`src/hw/rtl/kcu_pkg.sv`:
```
// Shared types and constants for the centroid update block.
// No dependencies.
package kcu_pkg;
    localparam int MaxClusters = 16;
    localparam int IdxW = $clog2(MaxClusters);
    localparam int MemW = 4 * 64 + 32;
    localparam logic [63:0] EmptyMark = 64'h07FF_FFFF_FFFF_FFFF;
    localparam logic [4:0] ActiveReset = 5'd16;

    typedef struct packed {
        logic [3:0]  cluster;
        logic signed [63:0] part_sum_x;
        logic signed [63:0] part_sum_y;
        logic signed [63:0] part_sum_z;
        logic signed [63:0] part_sum_w;
        logic [31:0] part_count;
        logic        last_part;
    } t_in_item;

    typedef struct packed {
        logic [3:0]  out_cluster;
        logic signed [63:0] centroid_x;
        logic signed [63:0] centroid_y;
        logic signed [63:0] centroid_z;
        logic signed [63:0] centroid_w;
        logic [31:0] total_points;
        logic        cluster_empty;
        logic        last_centroid;
    } t_out_item;

    typedef struct packed {
        logic        start;
        logic [63:0] sx, sy, sz, sw;
        logic [31:0] cnt;
    } t_div_req;
endpackage

```
`src/hw/rtl/kcu_divider.sv`:
```
// Four-lane restoring divider: 64-bit signed sums over a 32-bit count.
// One quotient bit per lane per cycle. Depends on kcu_pkg.
module kcu_divider (
    input  logic              i_clk,
    input  logic              i_rst_n,
    input  kcu_pkg::t_div_req i_req,
    output logic              o_done,
    output logic [63:0]       o_q [4]
);
    import kcu_pkg::*;
    logic [63:0] r_mag [4];
    logic [63:0] r_quo [4];
    logic [32:0] r_rem [4];
    logic [3:0]  r_neg;
    logic [31:0] r_div;
    logic [6:0]  r_cnt;
    logic        r_busy;
    logic        r_done;
    logic [63:0] w_s [4];

    assign w_s[0] = i_req.sx;
    assign w_s[1] = i_req.sy;
    assign w_s[2] = i_req.sz;
    assign w_s[3] = i_req.sw;

    always_ff @(posedge i_clk) begin
        if (!i_rst_n) begin
            r_busy <= 1'b0;
            r_cnt  <= 7'd0;
        end else if (i_req.start) begin
            r_busy <= 1'b1;
            r_cnt  <= 7'd0;
        end else if (r_busy) begin
            r_cnt <= r_cnt + 7'd1;
            if (r_cnt == 7'd63) begin
                r_busy <= 1'b0;
            end
        end
    end

    always_ff @(posedge i_clk) begin
        logic [32:0] t;
        if (i_req.start) begin
            r_div <= i_req.cnt;
            for (int l = 0; l < 4; l++) begin
                r_neg[l] <= w_s[l][63];
                r_mag[l] <= w_s[l][63] ? (64'd0 - w_s[l]) : w_s[l];
                r_rem[l] <= 33'd0;
            end
        end else if (r_busy) begin
            for (int l = 0; l < 4; l++) begin
                t = {r_rem[l][31:0], r_mag[l][63]};
                r_mag[l] <= {r_mag[l][62:0], 1'b0};
                if (t >= {1'b0, r_div}) begin
                    r_rem[l] <= t - {1'b0, r_div};
                    r_quo[l] <= {r_quo[l][62:0], 1'b1};
                end else begin
                    r_rem[l] <= t;
                    r_quo[l] <= {r_quo[l][62:0], 1'b0};
                end
            end
        end
    end

    always_ff @(posedge i_clk) begin
        if (!i_rst_n) begin
            r_done <= 1'b0;
        end else begin
            r_done <= r_busy && (r_cnt == 7'd63);
        end
    end

    assign o_done = r_done;

    always_comb begin
        for (int l = 0; l < 4; l++) begin
            o_q[l] = r_neg[l] ? (64'd0 - r_quo[l]) : r_quo[l];
        end
    end
endmodule

```
`config.mk`:
```
export PLATFORM = sky130hd
export DESIGN_NAME = kcu_divider
export DESIGN_NICKNAME = d
export VERILOG_FILES = /design/src/hw/rtl/kcu_pkg.sv /design/src/hw/rtl/kcu_divider.sv
export SDC_FILE = /design/constraint.sdc
export NUM_CORES = 2
export LEC_CHECK = 0
export BUFFER_PORTS_ARGS = -buffer_cell sky130_fd_sc_hd__clkbuf_2
export CAP_MARGIN = 20
export CORE_MARGIN = 8
export CORE_UTILIZATION = 50
export DETAILED_ROUTE_END_ITERATION = 10
export MAX_ROUTING_LAYER = met4
export PLACE_DENSITY = 0.7
export SYNTH_ARGS = -nofsm -noshare
export SYNTH_HDL_FRONTEND = slang
export SYNTH_SLANG_ARGS = --single-unit
```
`constraint.sdc`:
```
create_clock -name i_clk -period 34.5 [get_ports i_clk]
set_clock_uncertainty 0.1 [all_clocks]
set_input_delay 8.625 -clock i_clk [delete_from_list [all_inputs] [get_ports i_clk]]
set_output_delay 8.625 -clock i_clk [all_outputs]
set_load 0.05 [all_outputs]
```
==> reports/qor.txt <==
WHS -> 0.379 ns
worst hold-check path type -> flip-flop to flip-flop
first-pass GRT wire length -> 186 mm
PortBufs -> 547
LEAKAGE -> 0.0187 µW
power share of the combinational group -> 25.1%
area growth from synthesis to layout -> 14.6%
post-DR vias/cell -> 5.94
critical path peak fanout -> 9
Num CTS Buffers -> 77
H-Tree Depth -> 3
Final setup viols -> 0
Die H -> 309 µm
crit start category -> flip-flop
Clock Sinks -> 685
Compound-Gate Fraction of Synth Area -> 17.9%
Final HPWL DP -> 90.1 mm
Least-Margin Pin Slew -> 1.10 ns
# IOs -> 548
Post-CTS Setup Inserts -> 0
pin count of the biggest net entering global routing -> 246
die span in x -> 309 µm
cell count after synthesis -> 4132
CTS tree -> built
Die ar. -> 95700 µm²
initial antenna violation count -> 31
Syn Area/Cell -> 10.4 µm²
Post-Synth Adder-Cell Area -> 4.17%
WS Path Type -> flip-flop to primary output
root buf cell -> clkbuf_16
WL per Instance -> 21.1 µm
Final Routed Wirelength -> 123 mm
DRC -> 0
Sw Ratio -> 31.7%
total gr overflow -> 0
Synth Area in Simple Gates -> 14.3%
post-synthesis mux area share -> 1.33%
Resized Gates After CTS -> 0
worst path required time -> 25.78 ns
Fillers -> 7319
post-detailed-route count of antenna-violating nets -> 0
endpoints failing hold -> 0
setup TNS -> 0 ns
setup slack at placement -> 21.28 ns
Max Slew Vio Count -> 0
fraction of layout cells with a size suffix above 1 -> 16.2%
Async SR Flop Fraction -> 0%
total power density per cell area -> 50.9 nW/µm²
clock share of power -> 33.9%
EDFF count, synth -> 672
Yosys cell types -> 85
RSZ-0062 raised after global routing -> no
fmax -> 0.0757 GHz
crit path time final -> 13.21 ns
main flop type after synthesis -> edfxtp_1
gpl congestion -> 0.929
Initial DRC Count -> 3212
Max-Cap Viols -> 0
Mapped Area -> 43000 µm²
vias in the first global route -> 31925
Worst IR Drop VDD -> 34.6 µV
post-synthesis xor/xnor area fraction -> 12.2%
sequential area share after synthesis -> 47.5%
Nets -> 5012
headroom to the max-slew limit -> 26.3%
Crit. End Element -> primary output
Flop pwr share -> 41.0%
Final WS setup -> 21.29 ns
Max Root-Sink Buffers -> 3
Initial Utilization -> 50.5%
DRT Pass-1 Iters -> 5
switching pwr -> 796 µW
largest family of logic cells by synthesized area -> compound AO/OA/AOI/OAI gates
status -> finished clean
hold buffer count at CTS -> 0
warnings from Yosys -> 0
FF+latch count, synth -> 685
worst skew pair latency -> 0.61 ns
Clock Pin Slew Worst Setup and Hold Paths -> 0.06 ns
DR vias -> 34570
# rows -> 107
CP arrival -> 4.48 ns
syn_nets -> 4564
Tot GR Track Use -> 25.1%
Int Power -> 1710 µW
Final period util -> 38.3%
Core ar. -> 85300 µm²
==> flip-flops by register name, summed over array words and instances (netlist names) <==
name,flops
r_busy,1
r_mag,256
r_cnt,7
o_done,1
r_rem,128
r_quo,256
r_neg,4
r_div,32
==> synthesized netlist by cell type, types with 5 or more instances <==
cell type / count / share of area (%)
o31a_1: 9 / 0.18
nand2b_1: 38 / 0.55
nor3_1: 68 / 0.79
and3_1: 21 / 0.31
nand3_1: 70 / 0.81
a22o_1: 189 / 3.8
or4_1: 54 / 0.94
buf_1: 9 / 0.078
o211ai_1: 13 / 0.23
a21oi_1: 186 / 2.2
or3_1: 87 / 1.3
or3_4: 5 / 0.13
xnor2_1: 490 / 10
a211oi_1: 25 / 0.44
nand2_1: 389 / 3.4
edfxtp_1: 672 / 47
o31ai_1: 162 / 2.8
inv_1: 86 / 0.75
and4_1: 5 / 0.10
nand4_1: 36 / 0.52
o21ai_0: 292 / 3.4
a31oi_1: 24 / 0.35
a21boi_0: 9 / 0.16
a2111oi_0: 5 / 0.10
clkbuf_1: 182 / 1.6
buf_2: 8 / 0.093
a21o_1: 83 / 1.4
o41ai_2: 6 / 0.23
nor4_1: 44 / 0.64
dfxtp_1: 13 / 0.60
o21bai_1: 12 / 0.21
and2_1: 69 / 1.0
xor2_1: 111 / 2.3
mux2i_1: 57 / 1.3
nor2_1: 253 / 2.2
or2_2: 23 / 0.33
o41ai_1: 52 / 1.1
nor2b_1: 22 / 0.32
o21a_1: 19 / 0.33
nand3b_1: 9 / 0.16
a221oi_1: 6 / 0.12
ha_1: 137 / 4.0
==> through the flow <==
step | std cells | util, % | total power, µW | cell area [µm²]
2_1_floorplan | 4132 | - | 1520 | 43000
3_3_place_gp | 5644 | 54.7 | 1660 | 46700
3_5_place_dp | 5644 | 54.7 | 1670 | 46700
4_1_cts | 5783 | 57.7 | 2520 | 49200
5_1_grt | 5814 | 57.8 | 2610 | 49300
6_report | 5817 | 57.9 | 2510 | 49300
==> kinds of logic after synthesis <==
family	count (synthesis)
compound gates	1131
xor+xnor	601
fa+ha+maj	141
buf+inv	291
flops	685
mux	57
simple gates	1226
==> path summary, 6_finish.rpt <==
| check | end | start | cells past startpoint | slack, ns |
|---|---|---|---|---|
| min | r_mag[2][0]$_SDFFE_PP0P_ | r_mag[2][0]$_SDFFE_PP0P_ | 2 | 0.38 |
| min reg2reg | r_mag[2][0]$_SDFFE_PP0P_ | r_mag[2][0]$_SDFFE_PP0P_ | 2 | 0.38 |
| max reg2reg | r_mag[1][48]$_DFFE_PP_ | r_busy$_SDFF_PN0_ | 6 | 29.50 |
| max | o_q[127] | r_quo[2][14]$_DFFE_PP_ | 10 | 21.29 |
==> critical path: stages, from the launching register on <==
cell	delay (ns)
edfxtp_1	0.47
or4_1	0.54
or3_1	0.37
nor4_2	0.41
nand3_1	0.31
or3_1	0.47
nor4_1	0.24
nand2_1	0.26
o41ai_2	0.33
xnor2_1	0.16
clkbuf_2	0.30
==> per-layer routing <==
metal | up-vias | track usage, % | wire length, µm
met4 | 0 | 7.74 | 3100
met5 | - | - | 0
li1 | 16464 | - | -
met3 | 161 | 4.48 | 9700
met1 | 16652 | 33.9 | 54100
met2 | 1293 | 38.5 | 56100
==> final cells by class <==
type / count / area, µm² / share of cell area, %
inverter: 88 / 345 / 0.700
timing repair buffer: 572 / 2970 / 6.02
antenna: 33 / 82.6 / 0.167
clock inverter: 46 / 518 / 1.05
tap: 1144 / 1430 / 2.90
multi-input combinational: 3156 / 21500 / 43.6
sequential: 685 / 20400 / 41.4
clock buffer: 93 / 2040 / 4.13
==> layout by cell type, fill, tap and decap left out, drive strengths merged, types with 30 or more instances in the layout <==
master,netlist,layout
nor2,253,253
nand4,37,37
a22o,189,189
a21oi,186,186
o31ai,163,163
mux2i,57,57
or4,58,58
o21ai,293,293
or3,92,92
nor3,70,70
clkbuf,182,640
clkinv,0,30
inv,88,93
diode,0,33
ha,137,137
nand2,389,389
nand3,71,71
o41ai,58,58
nor4,46,46
nand2b,40,40
and2,69,69
a21o,83,83
edfxtp,672,672
xor2,111,111
xnor2,490,490
==> power groups by stage <==
stage	combinational (µW)	clock, µW	sequential, µW
2_1_floorplan	472	0	1040
3_3_place_gp	619	0	1040
3_5_place_dp	626	0	1040
4_1_cts	628	869	1030
5_1_grt	682	897	1040
6_report	630	851	1030
(Power assumes the default switching activity.)
